### config.mk
export PLATFORM = sky130hd
export DESIGN_NAME = ignition_interlock_headlight_ctrl
export DESIGN_NICKNAME = d
export VERILOG_FILES = /design/src/rtl/iihc_pkg.sv /design/src/rtl/iihc_debounce.sv /design/src/rtl/iihc_beam.sv /design/src/rtl/ignition_interlock_headlight_ctrl.sv
export SDC_FILE = /design/constraint.sdc
export NUM_CORES = 1
export LEC_CHECK = 0
export BUFFER_PORTS_ARGS = -buffer_cell sky130_fd_sc_hd__buf_2
export CORE_MARGIN = 10
export CORE_UTILIZATION = 55
export CTS_CLUSTER_SIZE = 12
export DETAILED_ROUTE_END_ITERATION = 8
export PLACE_DENSITY = 0.77
export SYNTH_ARGS = -nofsm -noshare
export SYNTH_HDL_FRONTEND = slang
export SYNTH_SLANG_ARGS = --single-unit
### constraint.sdc
create_clock -name clk -period 3.7 [get_ports clk]
set_clock_uncertainty 0.1 [all_clocks]
set_input_delay 0.37 -clock clk [delete_from_list [all_inputs] [get_ports clk]]
set_output_delay 0.37 -clock clk [all_outputs]
set_load 0.01 [all_outputs]
### src/rtl/iihc_pkg.sv
// Shared types, constants and register codes of the ignition interlock controller.
package iihc_pkg;

    localparam int TIMER_BITS = 12;
    localparam int DEB_W      = 8;
    localparam int LEVEL_W    = 16;
    localparam int DELAY_W    = 12;
    localparam int CMP_W      = (TIMER_BITS > DELAY_W) ? TIMER_BITS : DELAY_W;
    localparam int CFG_IDX_W  = 3;
    localparam int IN_W       = 40;
    localparam int OUT_W      = 16;

    localparam logic [TIMER_BITS-1:0] TIMER_MAX = {TIMER_BITS{1'b1}};

    // Reset values of the configuration registers
    localparam logic [DEB_W-1:0]   RST_DEBOUNCE  = 8'd3;
    localparam logic [LEVEL_W-1:0] RST_ON_LIMIT  = 16'd21627;
    localparam logic [LEVEL_W-1:0] RST_AUTO_LIM  = 16'd43253;
    localparam logic [LEVEL_W-1:0] RST_DUSK      = 16'd19661;
    localparam logic [LEVEL_W-1:0] RST_DAYLIGHT  = 16'd39322;
    localparam logic [DELAY_W-1:0] RST_ON_DELAY  = 12'd100;
    localparam logic [DELAY_W-1:0] RST_OFF_DELAY = 12'd200;

    typedef enum logic [CFG_IDX_W-1:0] {
        CFG_DEBOUNCE  = 3'd0,
        CFG_ON_LIMIT  = 3'd1,
        CFG_AUTO_LIM  = 3'd2,
        CFG_DUSK      = 3'd3,
        CFG_DAYLIGHT  = 3'd4,
        CFG_ON_DELAY  = 3'd5,
        CFG_OFF_DELAY = 3'd6
    } cfg_idx_t;

    typedef struct packed {
        logic [DEB_W-1:0]   debounce_ticks;
        logic [LEVEL_W-1:0] on_mode_limit;
        logic [LEVEL_W-1:0] auto_mode_limit;
        logic [LEVEL_W-1:0] dusk_level;
        logic [LEVEL_W-1:0] daylight_level;
        logic [DELAY_W-1:0] lights_on_delay;
        logic [DELAY_W-1:0] lights_off_delay;
    } cfg_t;

endpackage

### src/rtl/iihc_debounce.sv
// Four-phase ignition button debouncer with saturating settle timer.
module iihc_debounce (
    input  logic                      clk,
    input  logic                      rst_n,
    input  logic                      en,
    input  logic                      pressed,
    input  logic [iihc_pkg::DEB_W-1:0] debounce_ticks,
    output logic                      released
);
    import iihc_pkg::*;

    typedef enum logic [1:0] {
        PH_UP   = 2'd0,
        PH_FALL = 2'd1,
        PH_DOWN = 2'd2,
        PH_RISE = 2'd3
    } phase_t;

    phase_t            phase_reg, phase_next;
    logic [DEB_W-1:0]  timer_reg, timer_next;
    logic [DEB_W-1:0]  timer_inc;

    assign timer_inc = (timer_reg == {DEB_W{1'b1}}) ? timer_reg : timer_reg + 1'b1;

    always_comb
    begin
        phase_next = phase_reg;
        timer_next = timer_reg;
        released   = 1'b0;
        unique case (phase_reg)
            PH_UP:
            begin
                if (pressed)
                begin
                    phase_next = PH_FALL;
                    timer_next = '0;
                end
            end
            PH_FALL:
            begin
                if (timer_reg >= debounce_ticks)
                    phase_next = pressed ? PH_DOWN : PH_UP;
                timer_next = timer_inc;
            end
            PH_DOWN:
            begin
                if (!pressed)
                begin
                    phase_next = PH_RISE;
                    timer_next = '0;
                end
            end
            default:
            begin
                if (!pressed)
                begin
                    phase_next = PH_UP;
                    released   = 1'b1;
                end
                else
                    phase_next = PH_DOWN;
                timer_next = timer_inc;
            end
        endcase
    end

    always_ff @(posedge clk or negedge rst_n)
    begin
        if (!rst_n)
        begin
            phase_reg <= PH_UP;
            timer_reg <= '0;
        end
        else if (en)
        begin
            phase_reg <= phase_next;
            timer_reg <= timer_next;
        end
    end

endmodule

### src/rtl/iihc_beam.sv
// Headlight mode selection with dusk/daylight hysteresis and hold timers.
module iihc_beam (
    input  logic                        clk,
    input  logic                        rst_n,
    input  logic                        en,
    input  logic                        running,
    input  logic [iihc_pkg::LEVEL_W-1:0] knob_level,
    input  logic [iihc_pkg::LEVEL_W-1:0] light_level,
    input  iihc_pkg::cfg_t              cfg,
    output logic                        beam_next
);
    import iihc_pkg::*;

    logic                  beam_reg;
    logic [TIMER_BITS-1:0] dark_reg, dark_next, dark_inc;
    logic [TIMER_BITS-1:0] bright_reg, bright_next, bright_inc;

    assign dark_inc   = (dark_reg == TIMER_MAX) ? dark_reg : dark_reg + 1'b1;
    assign bright_inc = (bright_reg == TIMER_MAX) ? bright_reg : bright_reg + 1'b1;

    always_comb
    begin
        beam_next   = beam_reg;
        dark_next   = dark_reg;
        bright_next = bright_reg;
        if (!running)
            beam_next = 1'b0;
        else if (knob_level <= cfg.on_mode_limit)
            beam_next = 1'b1;
        else if (knob_level > cfg.auto_mode_limit)
            beam_next = 1'b0;
        else if (light_level <= cfg.dusk_level)
        begin
            // count darkness, switch on once the hold time is reached
            if (CMP_W'(dark_inc) >= CMP_W'(cfg.lights_on_delay))
            begin
                dark_next   = '0;
                bright_next = '0;
                beam_next   = 1'b1;
            end
            else
                dark_next = dark_inc;
        end
        else if (light_level <= cfg.daylight_level)
        begin
            dark_next   = '0;
            bright_next = '0;
        end
        else
        begin
            if (CMP_W'(bright_inc) >= CMP_W'(cfg.lights_off_delay))
            begin
                dark_next   = '0;
                bright_next = '0;
                beam_next   = 1'b0;
            end
            else
                bright_next = bright_inc;
        end
    end

    always_ff @(posedge clk or negedge rst_n)
    begin
        if (!rst_n)
        begin
            beam_reg   <= 1'b0;
            dark_reg   <= '0;
            bright_reg <= '0;
        end
        else if (en)
        begin
            beam_reg   <= beam_next;
            dark_reg   <= dark_next;
            bright_reg <= bright_next;
        end
    end

endmodule

### src/rtl/ignition_interlock_headlight_ctrl.sv
// Top level of the ignition interlock and headlight controller.
// Data path: a tick transferred on s_* passes through the input register, then the result
// register, before it is offered on m_*. Throughput: one tick per clock;
// the held tick moves on whenever the result register is empty or drained in that cycle.
// Reset (rst_n low, asynchronous): pipeline empty, engine stopped, siren and
// beams off, timers cleared, configuration registers back to their defaults.
module ignition_interlock_headlight_ctrl (
    input  logic                            clk,
    input  logic                            rst_n,
    // input tick stream
    input  logic                            s_tvalid,
    output logic                            s_tready,
    // [0] button_raw, [1] driver_seated, [2] passenger_seated,
    // [3] driver_belted, [4] passenger_belted, [20:5] knob_level,
    // [36:21] light_level, [39:37] zero
    input  logic [iihc_pkg::IN_W-1:0]       s_tdata,
    // result stream
    output logic                            m_tvalid,
    input  logic                            m_tready,
    // [0] ready_lamp, [1] running_lamp, [2] siren_on, [3] beams_on,
    // [4] welcome_pulse, [5] attempt_pulse, [6] start_pulse, [7] stop_pulse,
    // [11:8] missing_mask, [15:12] zero
    output logic [iihc_pkg::OUT_W-1:0]      m_tdata,
    // configuration write channel
    input  logic                            cfg_valid,
    output logic                            cfg_ready,
    input  logic [iihc_pkg::CFG_IDX_W-1:0]  cfg_index,
    input  logic [iihc_pkg::LEVEL_W-1:0]    cfg_data
);
    import iihc_pkg::*;

    // Configuration registers
    cfg_t cfg_reg;

    // Input register (payload needs no reset)
    logic              in_valid_reg;
    logic [IN_W-1:0]   in_data_reg;

    // Result register
    logic              out_valid_reg;
    logic [OUT_W-1:0]  out_data_reg, out_data_next;

    // Controller state held here; debouncer and beam logic keep their own
    logic running_reg, running_next;
    logic greeted_reg, greeted_next;
    logic siren_reg, siren_next;

    logic advance;
    logic pressed, dseat, pseat, dbelt, pbelt;
    logic [LEVEL_W-1:0] knob, light;
    logic released, all_met;
    logic ready_out, welcome, attempt, start, stop;
    logic [3:0] missing;
    logic beam_next;

    // Move the held tick into the result register when that one is free
    assign advance   = in_valid_reg && (!out_valid_reg || m_tready);
    assign s_tready  = !in_valid_reg || advance;
    assign m_tvalid  = out_valid_reg;
    assign m_tdata   = out_data_reg;
    assign cfg_ready = 1'b1;

    assign pressed = in_data_reg[0];
    assign dseat   = in_data_reg[1];
    assign pseat   = in_data_reg[2];
    assign dbelt   = in_data_reg[3];
    assign pbelt   = in_data_reg[4];
    assign knob    = in_data_reg[20:5];
    assign light   = in_data_reg[36:21];

    assign all_met = dseat && dbelt && pseat && pbelt;

    iihc_debounce u_debounce (
        .clk            (clk),
        .rst_n          (rst_n),
        .en             (advance),
        .pressed        (pressed),
        .debounce_ticks (cfg_reg.debounce_ticks),
        .released       (released)
    );

    // Interlock: a release while stopped is a start attempt, while running a stop
    always_comb
    begin
        welcome      = dseat && !greeted_reg;
        greeted_next = dseat;
        running_next = running_reg;
        siren_next   = siren_reg;
        attempt      = 1'b0;
        start        = 1'b0;
        stop         = 1'b0;
        missing      = 4'd0;
        ready_out    = all_met;
        if (released && !running_reg)
        begin
            attempt = 1'b1;
            if (!all_met)
            begin
                siren_next = 1'b1;
                missing    = {!pbelt, !pseat, !dbelt, !dseat};
            end
            else
            begin
                siren_next   = 1'b0;
                ready_out    = 1'b0;
                running_next = 1'b1;
                start        = 1'b1;
            end
        end
        else if (released)
        begin
            running_next = 1'b0;
            stop         = 1'b1;
        end
    end

    iihc_beam u_beam (
        .clk         (clk),
        .rst_n       (rst_n),
        .en          (advance),
        .running     (running_next),
        .knob_level  (knob),
        .light_level (light),
        .cfg         (cfg_reg),
        .beam_next   (beam_next)
    );

    assign out_data_next = {4'd0, missing, stop, start, attempt, welcome,
                            beam_next, siren_next, running_next, ready_out};

    // Configuration writes: decode the index, drop unknown ones
    always_ff @(posedge clk or negedge rst_n)
    begin
        if (!rst_n)
        begin
            cfg_reg.debounce_ticks   <= RST_DEBOUNCE;
            cfg_reg.on_mode_limit    <= RST_ON_LIMIT;
            cfg_reg.auto_mode_limit  <= RST_AUTO_LIM;
            cfg_reg.dusk_level       <= RST_DUSK;
            cfg_reg.daylight_level   <= RST_DAYLIGHT;
            cfg_reg.lights_on_delay  <= RST_ON_DELAY;
            cfg_reg.lights_off_delay <= RST_OFF_DELAY;
        end
        else if (cfg_valid && cfg_ready)
        begin
            unique case (cfg_idx_t'(cfg_index))
                CFG_DEBOUNCE:  cfg_reg.debounce_ticks   <= cfg_data[DEB_W-1:0];
                CFG_ON_LIMIT:  cfg_reg.on_mode_limit    <= cfg_data;
                CFG_AUTO_LIM:  cfg_reg.auto_mode_limit  <= cfg_data;
                CFG_DUSK:      cfg_reg.dusk_level       <= cfg_data;
                CFG_DAYLIGHT:  cfg_reg.daylight_level   <= cfg_data;
                CFG_ON_DELAY:  cfg_reg.lights_on_delay  <= cfg_data[DELAY_W-1:0];
                CFG_OFF_DELAY: cfg_reg.lights_off_delay <= cfg_data[DELAY_W-1:0];
                default:       ;
            endcase
        end
    end

    // Pipeline control and interlock state
    always_ff @(posedge clk or negedge rst_n)
    begin
        if (!rst_n)
        begin
            in_valid_reg  <= 1'b0;
            out_valid_reg <= 1'b0;
            running_reg   <= 1'b0;
            greeted_reg   <= 1'b0;
            siren_reg     <= 1'b0;
        end
        else
        begin
            if (s_tready)
                in_valid_reg <= s_tvalid;
            if (advance)
            begin
                out_valid_reg <= 1'b1;
                running_reg   <= running_next;
                greeted_reg   <= greeted_next;
                siren_reg     <= siren_next;
            end
            else if (m_tready)
                out_valid_reg <= 1'b0;
        end
    end

    // Payload registers
    always_ff @(posedge clk)
    begin
        if (s_tready && s_tvalid)
            in_data_reg <= s_tdata;
        if (advance)
            out_data_reg <= out_data_next;
    end

endmodule
==> results of run 1 <==
==> cells in the final DEF (no fill, tap or decap), types with 13 or more instances in the layout <==
cell type	synthesis	routed
mux2_2	50	50
o21ai_0	73	72
clkbuf_16	0	17
nor2_1	31	31
edfxtp_1	49	49
dlygate4sd3_1	0	18
nand3_1	26	25
buf_4	5	17
dfrtp_1	94	94
a21o_1	13	13
nand4_1	18	18
nand2_1	111	111
buf_2	3	73
inv_1	105	105
ha_1	99	99
dfstp_2	42	42
a21oi_1	45	45
==> timing repair <==
item,CTS,global route
resized for setup,0,8
endpoints found under the setup margin,0,26
hold endpoints to repair,14,4
hold buffers,14,4
buffers inserted,0,2
==> cell type report <==
| type | count | share of cell area |
|---|---|---|
| multi-input cells | 614 | 0.3993 |
| flip-flops and latches | 185 | 0.4295 |
| well taps | 229 | 0.02498 |
| clock buffers | 17 | 0.03708 |
| inverters | 105 | 0.03435 |
| repair buffers | 110 | 0.06140 |
| clock inverters | 15 | 0.01341 |
==> final timing paths <==
| path | start | to | slack (ns) | cells after the start |
|---|---|---|---|---|
| min in group clk | s_tdata[4] | in_data_reg[4]$_DFFE_PP_ | 0.01 | 1 |
| hold / removal | rst_n | u_debounce.timer_reg[0]$_DFFE_PN0P_ | -0.05 | 1 |
| setup / recovery | u_beam.bright_reg[0]$_DFFE_PN0P_ | u_beam.dark_reg[1]$_DFFE_PN0P_ | 0.15 | 14 |
| hold reg to reg | in_valid_reg$_DFFE_PN0N_ | m_tvalid$_DFFE_PN0P_ | 0.39 | 1 |
| setup reg to reg | u_beam.bright_reg[0]$_DFFE_PN0P_ | u_beam.dark_reg[1]$_DFFE_PN0P_ | 0.15 | 14 |
| max in group asynchronous | rst_n | cfg_reg[50]$_DFFE_PN1P_ | 2.61 | 2 |
==> report_power, final <==
group | total, mW | leakage, nW | switching (mW) | internal (mW)
Sequential | 2.64 | 2.09 | 0.162 | 2.47
Combinational | 1.24 | 2.99 | 0.714 | 0.525
Clock | 1.79 | 0.281 | 0.832 | 0.955
==> logic make-up after synthesis <==
logic type	share of synthesized area
simple gates	0.1242
flops	0.4939
compound gates	0.1105
buf+inv	0.05380
fa+ha+maj	0.1242
mux	0.07612
xor+xnor	0.01668
other cells	0.0007527
==> through the flow <==
stage	area (sq um)	hold slack [ns]	std cells	worst slack, ns
floorplan	9988	-0.02559	930	0.06892
global placement	10660	0.3629	1223	0.1722
detailed placement	10660	0.3762	1223	0.08499
CTS	11380	0.0002074	1269	0.06789
global route	11470	-0.001281	1275	-0.02991
finish	11470	-0.05305	1275	0.1499
==> routing by layer <==
metal,part of all wire,wire length [um],vias to the layer above
met1,0.45,9899,3503
li1,-,-,3466
met4,0.014,311,0
met5,0,0,-
met3,0.030,656,32
met2,0.51,11240,141
==> summary.md, run 1 <==
| Metric | Value |
|---|---|
| Status | finished, violations left |
| GR Util met1 | 0.2339 |
| Max reg flops | 96 |
| Commonest cells post-synth | nand2_1 (111), inv_1 (105), ha_1 (99), dfrtp_1 (94), o21ai_0 (73) |
| Worst EP required | just under 4 ns |
| Vias in the first global route | approximately 7.4k |
| Initial Utilization | 0.5573 |
| TritonCTS clock tree | built |
| Main flop type after synthesis | dfrtp_1 |
| Nets | between 1k and 1.5k |
| GRT Total Usage | 0.1865 |
| Mean Syn Cell Area | ~11 sq um |
| Area Growth Syn to Fin | 14.99% |
| Crit. End Element | flip-flop |
| Power Total | approximately 5.7 mW |
| Largest net degree at the start of global routing | 110 |
| CP max FO | 12 |
| Final Critical Period | roughly 3.6 ns |
| Bufs and invs on worst path | 0 |
| Diode count | 0 |
| Routed vias | ~7.1k |
| RSZ-0062 raised after global routing | true |
| VDD IR max | around 0.37 mV |
| Clock tree buffer depth | 2 |
| Clk slew on worst S/H paths | 0.07 ns |
| Yosys top cell area share | 0.2358 |
| Number of remaining DRC errors | 0 |
| DRT iter0 DRCs | 417 |
| Fill count | between 1k and 1.5k |
| Seq. cell area | between 4000 and 5000 sq um |
| Met3 usage | 0.03106 |
| Worst Tran Pin Value | 1.088 ns |
| Cell count after synthesis | approximately 900 |
| Port bufs | 74 |
| Failing checks | hold timing |
| Wire length per cell | ~17 um |
| Max-slew violations | 0 |
| Asr flop ratio synth | 0.7351 |
| Io pins | 83 |
| CP Class | reg -> reg |
| Synth unique cells | 64 |
| Yosys top cell by area | dfrtp_1 |
| CTS sink cnt | roughly 190 |
| First-pass GRT wire length | approximately 36000 um |
| DIE WIDTH | between 150 and 200 um |
| Gpl congestion | ~0.87 |
| Final Setup Violations | 0 |
| Max Clock Freq | ~280 MHz |
| DP Wirelength | between 15000 and 20000 um |
| Clock Tree Root | clkbuf_16 |
| Clock Latency Late Sink | between 0.4 and 0.5 ns |
| # rows | 49 |
| CP max stage delay | approximately 0.43 ns |
| Area of the multi-input gates | ~4600 sq um |
| Crit-path cells | ha_1 -> and3_1 -> and3_1 -> nand3_2 -> nand3_1 -> xnor2_1 -> ha_1 -> a21oi_1 -> o21ai_0 -> a21oi_1 -> o21a_1 -> nand4_4 -> and3_4 -> mux2_1 |
| Register area share after synthesis | 0.4939 |
| Slowest-stage cell, CP | dfrtp_1 |
| Tcrit/Tclk final | 0.9595 |
| Most used routing layer | met2 |
| Most area-consuming cells after synthesis | dfrtp_1 (24%), edfxtp_1 (15%), ha_1 (12%) |
| Layout cells sized above 1 | 0.2400 |
| Post-synth EDFFs | 49 |
| Drt pass-1 iters | 5 |
| Fin Setup TNS | 0 ns |
| Crit start category | flip-flop |
| Top cell family by delay on the critical path | simple AND/OR/NAND/NOR gates |
| Relative slew slack | 0.2712 |
| Worst hold path type | in -> async |
| Cts bufs inserted | 17 |
| Synthesized area | 9977 sq um |
| Hold Slack | -0.05305 ns |
| Synthesized flop and latch total | about 190 |
| GRT overflow | 0 |
| Yosys warns | 0 |
| Critical Path AT | 3.76 ns |
| Post-layout util | 0.6408 |
| Die Span Y | 154.7 um |
| Core Area | around 18000 sq um |
| Detail Route Antenna Nets | 0 |
| Die ar. | between 20000 and 25000 sq um |
| CTS H-tree depth | 4 |
| Initial antenna violation count | 0 |
| MaxCap Viol Count | 0 |
| Routed wire length | ~22000 um |
| Pleak | between 5 and 6 nW |
| Global Route met2 Usage | 0.3205 |
| Cell with the most instances after synthesis | nand2_1 |
| DR vias/cell | 5.602 |
| PwrDens | 493.5 nW/um^2 |
| Hold Vio Cnt, Final | 15 |
Note: power is estimated with default switching activity, not from simulation.
==> run 2: changes to the inputs <==
--- a/config.mk
+++ b/config.mk
@@ -13,4 +13,5 @@
 export PLACE_DENSITY = 0.77
 export SYNTH_ARGS = -nofsm -noshare
 export SYNTH_HDL_FRONTEND = slang
+export SYNTH_HIERARCHICAL = 1
 export SYNTH_SLANG_ARGS = --single-unit
==> run 2 against run 1 <==
Net effect: the flow now finishes without violations; sequential power grew 6%; global-route usage fell by 0.097 points; non-clock buffer count is 8 higher; combinational power grew 66%; flip-flop and latch count stayed put; critical path depth down 1; highest routed layer unchanged.
==> summary.md, run 2 <==
| Metric | Value |
|---|---|
| GRT overflow | 0 (unchanged) |
| Commonest cells after routing, fill and taps aside | inv_1 (108), mux2_2 (106), ha_1 (99), dfrtp_1 (94), buf_2 (73) (was nand2_1 (111), inv_1 (105), ha_1 (99), dfrtp_1 (94), buf_2 (73)) |
| PwrDens | 569.2 nW/um^2 (was 493.5 nW/um^2) |
| Max reg flops | 96 (unchanged) |
| MaxCap Viol Count | 0 (unchanged) |
| Clock tree buffer depth | 2 (unchanged) |
| Nets | 1175 (was 1196) |
| Power Total | 6.684 mW (was 5.662 mW) |
| Post-synth EDFFs | 49 (unchanged) |
| Worst Tran Pin Value | 0.9331 ns (was 1.088 ns) |
| Clk slew on worst S/H paths | 0.07 ns (about the same) |
| Fin Setup TNS | 0 ns (unchanged) |
| DR vias/cell | 5.700 (was 5.602) |
| Area of the multi-input gates | 4762 sq um (was 4581 sq um) |
| Yosys top cell by area | dfrtp_1 (unchanged) |
| Worst R2R Path Depth | 13 (was 14) |
| Main flop type after synthesis | dfrtp_1 (unchanged) |
| Max-slew violations | 0 (unchanged) |
| Vias in the first global route | 7321 (was 7354) |
| Mean Syn Cell Area | 11.37 sq um (was 10.76 sq um) |
| CP Class | reg -> reg (unchanged) |
| Relative slew slack | 0.3773 (was 0.2712) |
| TritonCTS clock tree | built (unchanged) |
| First-pass GRT wire length | 36340 um (was 36360 um) |
| Yosys top cell area share | 0.2304 (was 0.2358) |
| Cts bufs inserted | 17 (unchanged) |
| DRT iter0 DRCs | 408 (was 417) |
| Hold Vio Cnt, Final | 0 (was 15) |
| Commonest cells post-synth | inv_1 (108), mux2_2 (106), ha_1 (99), dfrtp_1 (94), nand2_1 (55) (was nand2_1 (111), inv_1 (105), ha_1 (99), dfrtp_1 (94), o21ai_0 (73)) |
| Largest net degree at the start of global routing | 84 (was 110) |
| Worst hold path type | in -> reg (was in -> async) |
| Area Growth Syn to Fin | 15.03% (was 14.99%) |
| DP Wirelength | 16030 um (was 15590 um) |
| Initial Utilization | 0.5644 (was 0.5573) |
| Port bufs | 74 (unchanged) |
| Synthesized area | 10210 sq um (was 9977 sq um) |
| Die ar. | 24410 sq um (was 23930 sq um) |
| Hold Slack | 0.008332 ns (was -0.05305 ns) |
| Clock Latency Late Sink | 0.43 ns (was 0.44 ns) |
| GRT Total Usage | 0.1856 (was 0.1865) |
| Synth unique cells | 70 (was 64) |
| Post-DP Area | 10980 sq um (was 10660 sq um) |
| # rows | 49 (unchanged) |
| Crit start category | flip-flop (unchanged) |
| Status | completed (was finished, violations left) |
| Fill count | 1337 (was 1330) |
| Layout cells sized above 1 | 0.2995 (was 0.2400) |
| Drt pass-1 iters | 5 (unchanged) |
| Cell with the most instances after synthesis | inv_1 (was nand2_1) |
| Wire length per cell | 17.88 um (was 17.34 um) |
| Crit-path cells | and4_4 -> nand4_1 -> or3_4 -> nand2_1 -> xnor2_1 -> ha_1 -> a211oi_2 -> o21ai_0 -> a21oi_1 -> o21ai_1 -> or4b_4 -> nand2b_2 -> mux2_2 (was ha_1 -> and3_1 -> and3_1 -> nand3_2 -> nand3_1 -> xnor2_1 -> ha_1 -> a21oi_1 -> o21ai_0 -> a21oi_1 -> o21a_1 -> nand4_4 -> and3_4 -> mux2_1) |
| Post-layout util | 0.6492 (was 0.6408) |
| Final instance area | 11740 sq um (was 11470 sq um) |
| CTS H-tree depth | 4 (unchanged) |
| Yosys warns | 6 (was 0) |
| Clock Tree Root | clkbuf_16 (unchanged) |
| Number of remaining DRC errors | 0 (unchanged) |
| Routed wire length | 22440 um (was 22110 um) |
| Detail Route Antenna Nets | 0 (unchanged) |
| CP max FO | 6 (was 12) |
| Tcrit/Tclk final | 0.9485 (was 0.9595) |
| Synthesized flop and latch total | 185 (unchanged) |
| CP max stage delay | 0.54 ns (was 0.43 ns) |
| Post-CTS Setup Bufs | 0 (unchanged) |
| Final Setup Violations | 0 (unchanged) |
| Gpl congestion | 0.8592 (was 0.8711) |
| Pleak | 5.399 nW (was 5.367 nW) |
| VDD IR max | 0.3669 mV (was 0.3724 mV) |
| Initial antenna violation count | 1 (was 0) |
| DIE WIDTH | 156.2 um (was 154.7 um) |
| Core Area | 18090 sq um (was 17900 sq um) |
| Slowest-stage cell, CP | or4b_4 (was dfrtp_1) |
| Worst hold path cell count | 1 |
| Max Clock Freq | 284.9 MHz (was 281.7 MHz) |
| Most area-consuming cells after synthesis | dfrtp_1 (23%), edfxtp_1 (14%), ha_1 (12%) (was dfrtp_1 (24%), edfxtp_1 (15%), ha_1 (12%)) |
| Routed vias | 7153 (was 7142) |
| Critical Path AT | 3.72 ns (was 3.76 ns) |
| Die Span Y | 156.2 um (was 154.7 um) |
| Asr flop ratio synth | 0.7351 (unchanged) |
| Io pins | 83 (unchanged) |
| Seq. cell area | 4927 sq um (unchanged) |
| Crit. End Element | flip-flop (unchanged) |
| Final Critical Period | 3.509 ns (was 3.550 ns) |
| CTS sink cnt | 185 (unchanged) |
| Register area share after synthesis | 0.4827 (was 0.4939) |
| Commonest non-fill, non-tap cell in the layout | inv_1 (was nand2_1) |
| Worst EP required | 3.92 ns (was 3.91 ns) |
| Cell count after synthesis | 898 (was 927) |
## run 2: cell types whose count changed after synthesis, moves of 7 or more
cell,before,now
o21ai_0,73,29
mux2_4,11,1
nand4_1,18,25
mux2_2,50,106
nand2_1,111,55
## run 2: cells by family (layout without fill, tap and decap cells)
family | count (synthesis) | count (layout) | share of synthesized area
AND/OR/NAND/NOR | 211 | 211 | 0.1161
AO/OA/AOI/OAI | 145 | 145 | 0.09279
other | 2 | 6 | 0.0007357
multiplexers | 109 | 109 | 0.1204
flip-flops | 185 | 185 | 0.4827
XOR/XNOR | 13 | 13 | 0.01115
adder cells (fa/ha/maj) | 99 | 99 | 0.1214
buffers and inverters | 134 | 258 | 0.05479
## run 2: worst max-delay path: cells and delay by family, from the launching register on
kind / cells / cell delay (ns)
mux: 1 / 0.33
xor+xnor: 1 / 0.16
compound gates: 4 / 0.57
flops: 1 / 0.42
simple gates: 6 / 1.53
fa+ha+maj: 1 / 0.30
## run 2: per-stage QoR
| step | cells | setup slack [ns] |
|---|---|---|
| 2_1_floorplan | 901 | 0.01278 |
| 3_3_place_gp | 1208 | 0.1627 |
| 6_report | 1255 | 0.1905 |
| 5_1_grt | 1255 | -0.02398 |
| 3_5_place_dp | 1208 | 0.08973 |
| 4_1_cts | 1251 | 0.05905 |
## run 2: timing repair
| action | in CTS | in global routing |
|---|---|---|
| resized for setup | 0 | 9 |
| setup endpoints to repair | 0 | 25 |
| hold buffers | 11 | 3 |
| hold endpoints to repair | 68 | 3 |
## run 2: final timing paths
| check | start | endpoint | slack, ns |
|---|---|---|---|
| setup / recovery | u_beam/bright_reg[2]$_DFFE_PN0P_ | u_beam/dark_reg[10]$_DFFE_PN0P_ | 0.19 |
| hold / removal | s_tdata[10] | in_data_reg[10]$_DFFE_PP_ | 0.008 |
| setup reg to reg | u_beam/bright_reg[2]$_DFFE_PN0P_ | u_beam/dark_reg[10]$_DFFE_PN0P_ | 0.19 |
| hold reg to reg | cfg_reg[8]$_DFFE_PN0P_ | cfg_reg[8]$_DFFE_PN0P_ | 0.40 |
| max in group asynchronous | rst_n | cfg_reg[14]$_DFFE_PN1P_ | 2.17 |
| min in group asynchronous | rst_n | u_beam/bright_reg[8]$_DFFE_PN0P_ | 0.44 |
## run 2: area by class of cell
type,instances,area share
tap,229,0.02440
inverter,108,0.03453
antenna,1,0.0002131
clock buffer,17,0.03623
sequential,185,0.4196
clock inverter,15,0.01407
timing repair buffer,118,0.06532
multi-input combinational,582,0.4056
## run 2: per-layer routing
layer	part of all wire	track usage	routed length (um)
met2	0.50	0.3105	11150
met1	0.45	0.2390	10070
met4	0.017	0.06607	379
met3	0.038	0.03015	842
met5	0	0	0
## run 2: power breakdown
group	switching [mW]	leakage, nW	total, mW	internal (mW)
sequential	0.241	2.04	2.80	2.56
combinational	1.10	3.07	2.06	0.962
clock	0.810	0.285	1.82	1.01
total	2.15	5.40	6.68	4.53
